==> src/rtl/prl_pkg.sv <==
// shared types and constants of the rms mouth level meter
`default_nettype none
package prl_pkg;

    // item and register widths
    localparam int SAMPLE_W   = 16;
    localparam int LEVEL_W    = 13;
    localparam int SKIP_W     = 10;
    localparam int WLEN_W     = 11;
    localparam int GAIN_W     = 8;
    localparam int SQ_BITS    = 31;
    localparam int CFG_ADDR_W = 4;
    localparam int CFG_DATA_W = 32;

    // defaults and fixed scaling
    localparam int WINDOW_MAX_DEF = 1024;
    localparam int GAIN_SHIFT     = 3;

    localparam logic [LEVEL_W-1:0] FULL_LEVEL   = 13'd4096;
    localparam logic [SKIP_W-1:0]  SKIP_RESET   = 10'd22;
    localparam logic [WLEN_W-1:0]  WLEN_RESET   = 11'd1024;
    localparam logic [GAIN_W-1:0]  GAIN_RESET   = 8'd8;

    // register indexes on the configuration port
    localparam logic [1:0] REG_SKIP = 2'd0;
    localparam logic [1:0] REG_WLEN = 2'd1;
    localparam logic [1:0] REG_GAIN = 2'd2;

    typedef struct packed {
        logic [SKIP_W-1:0] skip_samples;
        logic [WLEN_W-1:0] window_len;
        logic [GAIN_W-1:0] level_gain;
    } cfg_t;

endpackage
`default_nettype wire

==> src/rtl/prl_regs.sv <==
// configuration registers behind the apb-style port
`default_nettype none
module prl_regs (
    input  wire logic                            clk,
    input  wire logic                            rst_n,
    input  wire logic                            psel,
    input  wire logic                            penable,
    input  wire logic                            pwrite,
    input  wire logic [prl_pkg::CFG_ADDR_W-1:0]  paddr,
    input  wire logic [prl_pkg::CFG_DATA_W-1:0]  pwdata,
    output logic      [prl_pkg::CFG_DATA_W-1:0]  prdata,
    output logic                                 pready,
    output prl_pkg::cfg_t                        cfg
);
    import prl_pkg::*;

    cfg_t       cfg_reg;
    logic [1:0] index;
    logic       wr_en;

    assign index  = paddr[CFG_ADDR_W-1:2];
    assign wr_en  = psel && penable && pwrite;
    assign pready = 1'b1;
    assign cfg    = cfg_reg;

    // register writes
    always_ff @(posedge clk or negedge rst_n)
    begin
        if (!rst_n)
        begin
            cfg_reg.skip_samples <= SKIP_RESET;
            cfg_reg.window_len   <= WLEN_RESET;
            cfg_reg.level_gain   <= GAIN_RESET;
        end
        else if (wr_en)
        begin
            unique case (index)
                REG_SKIP: cfg_reg.skip_samples <= pwdata[SKIP_W-1:0];
                REG_WLEN: cfg_reg.window_len   <= pwdata[WLEN_W-1:0];
                REG_GAIN: cfg_reg.level_gain   <= pwdata[GAIN_W-1:0];
                default:  cfg_reg <= cfg_reg;
            endcase
        end
    end

    // read back
    always_comb
    begin
        unique case (index)
            REG_SKIP: prdata = CFG_DATA_W'(cfg_reg.skip_samples);
            REG_WLEN: prdata = CFG_DATA_W'(cfg_reg.window_len);
            REG_GAIN: prdata = CFG_DATA_W'(cfg_reg.level_gain);
            default:  prdata = '0;
        endcase
    end

endmodule
`default_nettype wire

==> src/rtl/prl_csu.sv <==
// shared compare and subtract unit for the divide and square root steps
`default_nettype none
module prl_csu #(
    parameter int W = 24
) (
    input  wire logic [W-1:0] a,
    input  wire logic [W-1:0] b,
    output logic              ge,
    output logic [W-1:0]      diff
);
    logic [W:0] wide;

    // one borrow chain gives both the compare and the difference
    always_comb
    begin
        wide = {1'b0, a} - {1'b0, b};
        ge   = !wide[W];
        diff = wide[W-1:0];
    end

endmodule
`default_nettype wire

==> src/rtl/prl_level.sv <==
// level engine: restoring divide, digit-by-digit square root, gain and clamp
`default_nettype none
module prl_level #(
    parameter int WINDOW_MAX = prl_pkg::WINDOW_MAX_DEF
) (
    input  wire logic                                     clk,
    input  wire logic                                     rst_n,
    input  wire logic                                     start,
    input  wire logic [prl_pkg::SQ_BITS-2+$clog2(WINDOW_MAX+1):0] sum,
    input  wire logic [$clog2(WINDOW_MAX+1)-1:0]          count,
    input  wire logic [prl_pkg::GAIN_W-1:0]               gain,
    output logic                                          done,
    output logic      [prl_pkg::LEVEL_W-1:0]              level
);
    import prl_pkg::*;

    localparam int CNT_W  = $clog2(WINDOW_MAX + 1);
    localparam int SUM_W  = SQ_BITS - 1 + CNT_W;
    localparam int SQ_W   = SUM_W + (SUM_W % 2);
    localparam int RT_W   = SQ_W / 2;
    localparam int U_W    = (CNT_W + 1 > RT_W + 3) ? CNT_W + 1 : RT_W + 3;
    localparam int STEP_W = $clog2(SUM_W + 1);
    localparam int PROD_W = RT_W + GAIN_W;

    typedef enum logic [2:0] {E_IDLE, E_DIV, E_SQRT, E_MUL, E_CLAMP} eng_state_t;

    eng_state_t          state_reg;
    logic [SUM_W-1:0]    quo_reg;
    logic [CNT_W-1:0]    rem_reg;
    logic [CNT_W-1:0]    div_reg;
    logic [SQ_W-1:0]     sqv_reg;
    logic [RT_W:0]       srem_reg;
    logic [RT_W-1:0]     root_reg;
    logic [STEP_W-1:0]   step_reg;
    logic [PROD_W-1:0]   prod_reg;
    logic                done_reg;
    logic [LEVEL_W-1:0]  level_reg;

    logic [U_W-1:0]      ua;
    logic [U_W-1:0]      ub;
    logic                ge;
    logic [U_W-1:0]      diff;
    logic [SUM_W-1:0]    quo_next;
    logic [PROD_W-1:0]   scaled;

    prl_csu #(.W(U_W)) u_csu (
        .a    (ua),
        .b    (ub),
        .ge   (ge),
        .diff (diff)
    );

    // operand selection for the shared unit
    always_comb
    begin
        if (state_reg == E_DIV)
        begin
            ua = U_W'({rem_reg, quo_reg[SUM_W-1]});
            ub = U_W'(div_reg);
        end
        else
        begin
            ua = U_W'({srem_reg, sqv_reg[SQ_W-1 -: 2]});
            ub = U_W'({root_reg, 2'b01});
        end
        quo_next = {quo_reg[SUM_W-2:0], ge};
        scaled   = prod_reg >> GAIN_SHIFT;
    end

    // sequencer and datapath registers
    always_ff @(posedge clk or negedge rst_n)
    begin
        if (!rst_n)
        begin
            state_reg <= E_IDLE;
            quo_reg   <= '0;
            rem_reg   <= '0;
            div_reg   <= '0;
            sqv_reg   <= '0;
            srem_reg  <= '0;
            root_reg  <= '0;
            step_reg  <= '0;
            prod_reg  <= '0;
            done_reg  <= 1'b0;
            level_reg <= '0;
        end
        else
        begin
            done_reg <= (state_reg == E_CLAMP);
            unique case (state_reg)
                E_IDLE:
                begin
                    if (start)
                    begin
                        quo_reg   <= sum;
                        rem_reg   <= '0;
                        div_reg   <= count;
                        step_reg  <= STEP_W'(SUM_W - 1);
                        state_reg <= E_DIV;
                    end
                end
                // one quotient bit a cycle
                E_DIV:
                begin
                    quo_reg  <= quo_next;
                    rem_reg  <= ge ? diff[CNT_W-1:0] : ua[CNT_W-1:0];
                    if (step_reg == '0)
                    begin
                        sqv_reg   <= SQ_W'(quo_next);
                        srem_reg  <= '0;
                        root_reg  <= '0;
                        step_reg  <= STEP_W'(RT_W - 1);
                        state_reg <= E_SQRT;
                    end
                    else
                    begin
                        step_reg <= step_reg - 1'b1;
                    end
                end
                // one root bit a cycle, two operand bits consumed
                E_SQRT:
                begin
                    sqv_reg  <= sqv_reg << 2;
                    srem_reg <= ge ? diff[RT_W:0] : ua[RT_W:0];
                    root_reg <= {root_reg[RT_W-2:0], ge};
                    step_reg <= step_reg - 1'b1;
                    if (step_reg == '0)
                    begin
                        state_reg <= E_MUL;
                    end
                end
                E_MUL:
                begin
                    prod_reg  <= PROD_W'(root_reg) * PROD_W'(gain);
                    state_reg <= E_CLAMP;
                end
                E_CLAMP:
                begin
                    level_reg <= (scaled > PROD_W'(FULL_LEVEL)) ? FULL_LEVEL
                                                                : scaled[LEVEL_W-1:0];
                    state_reg <= E_IDLE;
                end
                default: state_reg <= E_IDLE;
            endcase
        end
    end

    assign done  = done_reg;
    assign level = level_reg;

endmodule
`default_nettype wire

==> src/rtl/pcm_rms_mouth_level.sv <==
// A dropped header item passes S_TAIL, a summed item S_SQUARE, S_ACCUM and S_TAIL, before
// ready again. An item that closes a window adds the level engine: SUM_W divide steps,
// RT_W root steps, a multiply and a clamp; divide and root share one compare-subtract unit.
// Throughput: one item at a time; results leave through a one-deep output register.
// Reset: rst_n is asynchronous, active low; sums, counts and registers return to defaults.
`default_nettype none
module pcm_rms_mouth_level #(
    parameter int WINDOW_MAX = prl_pkg::WINDOW_MAX_DEF
) (
    input  wire logic                            clk,
    input  wire logic                            rst_n,
    input  wire logic                            psel,
    input  wire logic                            penable,
    input  wire logic                            pwrite,
    input  wire logic [prl_pkg::CFG_ADDR_W-1:0]  paddr,
    input  wire logic [prl_pkg::CFG_DATA_W-1:0]  pwdata,
    output logic      [prl_pkg::CFG_DATA_W-1:0]  prdata,
    output logic                                 pready,
    input  wire logic                            s_tvalid,
    output logic                                 s_tready,
    input  wire logic [15:0]                     s_tdata,   // [15:0] pcm_sample
    input  wire logic                            s_tlast,   // clip_end
    output logic                                 m_tvalid,
    input  wire logic                            m_tready,
    output logic      [15:0]                     m_tdata,   // [12:0] mouth_level
    output logic                                 m_tlast    // last_of_run
);
    import prl_pkg::*;

    localparam int CNT_W = $clog2(WINDOW_MAX + 1);
    localparam int SUM_W = SQ_BITS - 1 + CNT_W;
    localparam int EW_W  = (CNT_W > WLEN_W) ? CNT_W : WLEN_W;

    typedef enum logic [2:0] {
        S_IDLE, S_SQUARE, S_ACCUM, S_TAIL, S_LEVEL, S_EMIT, S_ZERO
    } state_t;

    cfg_t                 cfg;
    state_t               state_reg;
    logic [SAMPLE_W-1:0]  sample_reg;
    logic                 last_reg;
    logic                 full_reg;
    logic [SQ_BITS-1:0]   sq_reg;
    logic [SUM_W-1:0]     sum_reg;
    logic [CNT_W-1:0]     count_reg;
    logic [SKIP_W-1:0]    header_reg;
    logic                 m_tvalid_reg;
    logic                 m_tlast_reg;
    logic [LEVEL_W-1:0]   m_level_reg;

    logic                 drop;
    logic [SAMPLE_W:0]    mag;
    logic [2*SAMPLE_W+1:0] mag_sq;
    logic [SUM_W-1:0]     sum_next;
    logic [CNT_W-1:0]     count_next;
    logic [EW_W-1:0]      eff_win;
    logic                 win_full;
    logic                 lvl_start;
    logic                 lvl_done;
    logic [LEVEL_W-1:0]   lvl_level;
    logic                 out_free;
    logic                 out_load;

    prl_regs u_regs (
        .clk     (clk),
        .rst_n   (rst_n),
        .psel    (psel),
        .penable (penable),
        .pwrite  (pwrite),
        .paddr   (paddr),
        .pwdata  (pwdata),
        .prdata  (prdata),
        .pready  (pready),
        .cfg     (cfg)
    );

    prl_level #(.WINDOW_MAX(WINDOW_MAX)) u_level (
        .clk   (clk),
        .rst_n (rst_n),
        .start (lvl_start),
        .sum   (sum_reg),
        .count (count_reg),
        .gain  (cfg.level_gain),
        .done  (lvl_done),
        .level (lvl_level)
    );

    // magnitude, square, window bookkeeping
    always_comb
    begin
        drop = header_reg < cfg.skip_samples;
        mag  = sample_reg[SAMPLE_W-1] ? ((SAMPLE_W+1)'(0) - {1'b1, sample_reg})
                                      : {1'b0, sample_reg};
        mag_sq     = mag * mag;
        sum_next   = sum_reg + SUM_W'(sq_reg);
        count_next = count_reg + 1'b1;
        if (cfg.window_len == '0)
            eff_win = EW_W'(1);
        else if (EW_W'(cfg.window_len) > EW_W'(WINDOW_MAX))
            eff_win = EW_W'(WINDOW_MAX);
        else
            eff_win = EW_W'(cfg.window_len);
        win_full  = EW_W'(count_next) >= eff_win;
        lvl_start = (state_reg == S_TAIL) && (full_reg || (last_reg && count_reg != '0));
        out_free  = !m_tvalid_reg || m_tready;
        out_load  = ((state_reg == S_EMIT) || (state_reg == S_ZERO)) && out_free;
    end

    // sequencer, accumulator and output register
    always_ff @(posedge clk or negedge rst_n)
    begin
        if (!rst_n)
        begin
            state_reg    <= S_IDLE;
            sample_reg   <= '0;
            last_reg     <= 1'b0;
            full_reg     <= 1'b0;
            sq_reg       <= '0;
            sum_reg      <= '0;
            count_reg    <= '0;
            header_reg   <= '0;
            m_tvalid_reg <= 1'b0;
            m_tlast_reg  <= 1'b0;
            m_level_reg  <= '0;
        end
        else
        begin
            if (m_tvalid_reg && m_tready && !out_load)
                m_tvalid_reg <= 1'b0;
            unique case (state_reg)
                S_IDLE:
                begin
                    if (s_tvalid)
                    begin
                        sample_reg <= s_tdata;
                        last_reg   <= s_tlast;
                        full_reg   <= 1'b0;
                        if (drop)
                        begin
                            header_reg <= header_reg + 1'b1;
                            state_reg  <= S_TAIL;
                        end
                        else
                        begin
                            state_reg <= S_SQUARE;
                        end
                    end
                end
                S_SQUARE:
                begin
                    sq_reg    <= mag_sq[SQ_BITS-1:0];
                    state_reg <= S_ACCUM;
                end
                S_ACCUM:
                begin
                    sum_reg   <= sum_next;
                    count_reg <= count_next;
                    full_reg  <= win_full;
                    state_reg <= S_TAIL;
                end
                // hand a closed or partial window to the engine, or finish the item
                S_TAIL:
                begin
                    if (last_reg)
                        header_reg <= '0;
                    if (lvl_start)
                    begin
                        sum_reg   <= '0;
                        count_reg <= '0;
                        state_reg <= S_LEVEL;
                    end
                    else if (last_reg)
                        state_reg <= S_ZERO;
                    else
                        state_reg <= S_IDLE;
                end
                S_LEVEL:
                begin
                    if (lvl_done)
                        state_reg <= S_EMIT;
                end
                S_EMIT:
                begin
                    if (out_free)
                    begin
                        m_tvalid_reg <= 1'b1;
                        m_level_reg  <= lvl_level;
                        m_tlast_reg  <= !last_reg;
                        state_reg    <= last_reg ? S_ZERO : S_IDLE;
                    end
                end
                // closing zero level of a clip
                S_ZERO:
                begin
                    if (out_free)
                    begin
                        m_tvalid_reg <= 1'b1;
                        m_level_reg  <= '0;
                        m_tlast_reg  <= 1'b1;
                        state_reg    <= S_IDLE;
                    end
                end
                default: state_reg <= S_IDLE;
            endcase
        end
    end

    assign s_tready = (state_reg == S_IDLE);
    assign m_tvalid = m_tvalid_reg;
    assign m_tdata  = 16'(m_level_reg);
    assign m_tlast  = m_tlast_reg;

    // level never above fully open
    a_level_range: assert property (@(posedge clk) disable iff (!rst_n)
        m_tvalid_reg |-> (m_level_reg <= FULL_LEVEL))
        else $error("mouth level above full scale");

    // window count never passes the largest window
    a_count_range: assert property (@(posedge clk) disable iff (!rst_n)
        EW_W'(count_reg) <= EW_W'(WINDOW_MAX))
        else $error("window count beyond maximum");

    // a non-final level is always followed by the closing zero
    a_zero_follows: assert property (@(posedge clk) disable iff (!rst_n)
        (m_tvalid_reg && !m_tlast_reg) |-> (state_reg == S_ZERO))
        else $error("partial result without closing zero pending");

endmodule
`default_nettype wire

==> config.mk <==
export PLATFORM = sky130hd
export DESIGN_NAME = pcm_rms_mouth_level
export DESIGN_NICKNAME = d
export VERILOG_FILES = /design/src/rtl/prl_pkg.sv /design/src/rtl/prl_regs.sv /design/src/rtl/prl_csu.sv /design/src/rtl/prl_level.sv /design/src/rtl/pcm_rms_mouth_level.sv
export SDC_FILE = /design/constraint.sdc
export NUM_CORES = 2
export LEC_CHECK = 0
export BUFFER_PORTS_ARGS = -buffer_cell sky130_fd_sc_hd__buf_4
export CORE_MARGIN = 1
export CORE_UTILIZATION = 55
export CTS_BUF_LIST = sky130_fd_sc_hd__clkbuf_8
export CTS_CLUSTER_SIZE = 12
export DETAILED_ROUTE_END_ITERATION = 7
export GPL_TIMING_DRIVEN = 0
export PLACE_DENSITY = 0.72
export SLEW_MARGIN = 25
export SYNTH_ARGS = -nofsm -noshare
export SYNTH_HDL_FRONTEND = slang
export SYNTH_HIERARCHICAL = 1
export SYNTH_SLANG_ARGS = --single-unit
==> constraint.sdc <==
create_clock -name clk -period 24.2 [get_ports clk]
set_clock_uncertainty 0.2 [all_clocks]
set_input_delay 3.63 -clock clk [delete_from_list [all_inputs] [get_ports clk]]
set_output_delay 3.63 -clock clk [all_outputs]
set_load 0.05 [all_outputs]
Yosys cells after proc, flatten, opt, wreduce, memory -nomap -nowiden
Index checks and enable logic that the tools add are counted.
W data, S select, Z words.
{ "word_totals": {"inputBits": 60, "register_bits": 358, "output_inout_bits": 52} }
{ "op_classes": {"reduce_logical": 42, "magnitude_cmp": 4, "mul": 2, "n_addsub": 6, "mux": 52, "eq_ne": 22} }
{ "op_table": {"columns": ["cell", "n"], "rows": [
  ["$pmux W41 S2", 2],
  ["$pmux W42 S2", 1],
  ["$mux W41", 2],
  ["$mux W11", 4],
  ["$mux W22", 2],
  ["$pmux W11 S2", 2],
  ["$pmux W22 S2", 1],
  ["$mux W42", 1],
  ["$pmux W21 S2", 1],
  ["$add A41 B31 Y41", 1],
  ["$mux W13", 3],
  ["$pmux W11 S3", 1],
  ["$mul A17 B17 Y31", 1],
  ["$mux W10", 3],
  ["$mul A21 B8 Y29", 1],
  ["$mux W3", 9],
  ["$gt A26 B13 Y1 const B", 1],
  ["$pmux W13 S2", 1],
  ["$sub A24 B23 Y25", 1],
  ["$mux W24", 1],
  ["$mux W23", 1],
  ["$mux W21", 1],
  ["$pmux W3 S7", 1],
  ["$pmux W10 S2", 1],
  ["other kinds (35)", 85]
]} }

Logic depth before layout (Yosys ltp)
{ "logic_depth": {"ltp_word": 8, "ltp_mapped": 31, "depth_no_buf": 28} }

Modules after synthesis
The synthesis kept the hierarchy.
{ "by_module_without_submodules": {"columns": ["mod", "cells_each", "area_per_inst_um2", "instances"], "rows": [
  ["pcm_rms_mouth_level", 1794, 15625.0, 1],
  ["prl_level", 1597, 14229.9, 1],
  ["prl_regs", 122, 1535.2, 1],
  ["prl_csu", 211, 1465.2, 1]
]} }

Least setup slack after synthesis
Ideal clock, no wire load.
{ "synth_timing": {"path_type": "input to output", "from": "input paddr[2] (netlist bit)", "to": "output prdata[1] (netlist bit)", "slack_ns": 15.177, "required_ns": 20.370, "path_stages": 4, "arrival_ns": 5.193, "cell_sequence": "buf_4 > buf_2 > mux2i_1 > o21ai_0"} }
{ "synth_between": {"elab_chain_cells": 2, "word_cells_on_any_way": 4} }
{ "synth_lines": {"columns": ["element", "line", "source"], "rows": [
  ["start, declared", "pcm_rms_mouth_level.sv:15", "input wire logic [prl_pkg::CFG_ADDR_W-1:0] paddr,"],
  ["$eq A2 B2 Y1, or another cell as far along", "prl_regs.sv:49", "unique case (index)"],
  ["$pmux W11 S3 *", "prl_regs.sv:49", null],
  ["end, declared", "pcm_rms_mouth_level.sv:17", "output logic [prl_pkg::CFG_DATA_W-1:0] prdata,"]
]} }
Mark *: on every way between the ends. The rest lies on a longest branch, timed or not.

Worst setup path in the final report
{ "layout_timing": {"from": "register sample_reg[0]", "to": "register sq_reg[27]"} }
{ "layout_between": {"elab_chain_cells": 3} }
{ "layout_lines": {"columns": ["element", "line", "source"], "rows": [
  ["start, declared", "pcm_rms_mouth_level.sv:40", "logic [SAMPLE_W-1:0] sample_reg;"],
  ["start signal, assigned", "pcm_rms_mouth_level.sv:135", "sample_reg <= s_tdata;"],
  ["$sub A1 B17 Y17", "pcm_rms_mouth_level.sv:92", "mag = sample_reg[SAMPLE_W-1] ? ((SAMPLE_W+1)'(0) - {1'b1, sample_reg})"],
  ["$mux W17 *", "pcm_rms_mouth_level.sv:92", null],
  ["$mul A17 B17 Y31 *", "pcm_rms_mouth_level.sv:94", "mag_sq = mag * mag;"],
  ["end signal, assigned", "pcm_rms_mouth_level.sv:151", "sq_reg <= mag_sq[SQ_BITS-1:0];"],
  ["end, declared", "pcm_rms_mouth_level.sv:43", "logic [SQ_BITS-1:0] sq_reg;"]
]} }
Marks and branches as above.
A chain may end at the register's enable or synchronous reset.

==> metrics.txt <==
Setup violations, final 0; Routed Antenna Nets 0; post-route minimum period 9700 ps; number of flip-flops in the largest register 42; commonest non-fill, non-tap cell in the layout nand2_1; slowest CP cell clkinv_1; Final Cycle Share about 40%; CP arrival roughly 10000 ps; FF-to-FF End sq_reg[27]$_DFFE_PN0P_; Num CTS Buffers 61; GR Overflow Total 0; met3 WL about 4000 um; final instance count without filler cells 4710; # Max-Cap Violations 0; CTS tree done; sink of the worst hold path u_level/prod_reg[19]$_DFFE_PN0P_; Pre-antenna DRT Iters 5; # port buffers 62; CTS Root Cell clkbuf_8; Register-to-Register Path Depth 28; die span in x about 250 um; Post-Syn Area 32700 um2; Largest stage delay, worst path 570 ps; maximum fanout along the worst path 10; Setup Crit Path Kind flop to flop; Layout area overhead 9.64%; fin nets 4473; max-slew violations 0; CTS Hold Bufs 0; Worst path most repeated cell fa_1; Total Wirelength 82500 um; pin count of the biggest net entering global routing 94; worst hold path type flop to flop; initial antenna violation count 0; DR vias 26000; Req. time, crit path approximately 25000 ps; Final Util roughly three fifths; Via density 5.52; clk buf depth 3; hold_sp u_level/prod_reg[19]$_DFFE_PN0P_; commonest non-fill, non-tap cells in the layout nand2_1 (645), inv_1 (501), dfrtp_1 (349); DRC 0; worst skew pair latency around 700 ps; Iter 0 DRT Violations 1576; met2 wire len 40100 um; status completed; Setup TNS Final 0 ps; slew of the pin with the lowest slew margin 988 ps; layout cells sized above 1 8.13%; WL met1 between 30000 and 40000 um; CP Launch Type flop; RSZ-0062 raised after global routing false; total track usage 28.0%; GP Congestion 0.903; RR Startpoint sample_reg[0]$_DFFE_PN0P_; wire per inst 17.5 um; diodes inserted 0; Worst Hold Path Cells 2; setup bufs post-CTS 0; I/O pin count 112; cells after synthesis 3702; Site Rows 89; Max transition margin between 30% and 40%; top layer in use met4; Initial Utilization 55.5%; Die Area 60400 um2; H-tree depth 2; vias in the first global route between 20000 and 30000; global-route wire length before repair between 100000 and 150000 um; syn avg cell area 8.83 um2; Die Ht around 250 um; Fillers 5123; maximum clock frequency a little over 100 MHz; core area 58900 um2; final hold vios 0; Crit. End Element flop; Placed Cells incl. Taps 4596; DPL Wire Length 64500 um; R2R setup slack about 14000 ps; clock sink count 354; Resized cells post-CTS 0; clk slew on worst S/H paths 60 ps; Ys Warns 6
-- worst max-delay path by stage --
stage / from / endpoint / slack [ps] / depth (start not counted)
final: sample_reg[0]$_DFFE_PN0P_ / sq_reg[27]$_DFFE_PN0P_ / 14500 / 28
after global routing: sample_reg[0]$_DFFE_PN0P_ / sq_reg[27]$_DFFE_PN0P_ / 14050 / 29
after CTS: sample_reg[0]$_DFFE_PN0P_ / sq_reg[27]$_DFFE_PN0P_ / 14620 / 26
after detailed placement: sample_reg[0]$_DFFE_PN0P_ / sq_reg[27]$_DFFE_PN0P_ / 14680 / 26
after global placement: sample_reg[0]$_DFFE_PN0P_ / sq_reg[27]$_DFFE_PN0P_ / 14670 / 29
after floorplan: paddr[2] / prdata[1] / 15180 / 4
-- critical path, delay by kind of cell, from the launching register on --
family                   cells  cell delay [ps]
XOR/XNOR                     1              510
buffers and inverters        9             2290
flip-flops                   1              320
adder cells (fa/ha/maj)      8             3660
AO/OA/AOI/OAI                4             1110
AND/OR/NAND/NOR              6             1510
-- final cells by class --
cell class	count	area (um2)	area share, %
tap	773	967	2.70
buffer	208	943	2.63
timing repair buffer	66	583	1.63
sequential	354	8860	24.7
multi-input combinational	2702	21300	59.3
inverter	493	1850	5.16
clock inverter	31	244	0.680
clock buffer	83	1140	3.19
-- through the flow --
stage | area (um2) | hold slack [ps] | setup WS, ps
after floorplan | 32900 | 242 | 15180
after global placement | 34300 | 269 | 14670
after detailed placement | 34500 | 274 | 14680
after CTS | 35900 | 287 | 14620
after global routing | 35900 | 311 | 14050
final | 35900 | 281 | 14500
-- metal layers --
layer / vias up / GRT usage [%]
met5: - / 0
met4: 0 / 10.1
met3: 182 / 3.56
met2: 679 / 47.3
met1: 12700 / 37.0
li1: 12400 / -
Power is left out: the tool's default activity adds up to more than one toggle a clock period on the data nets, which glitch-free logic cannot reach.
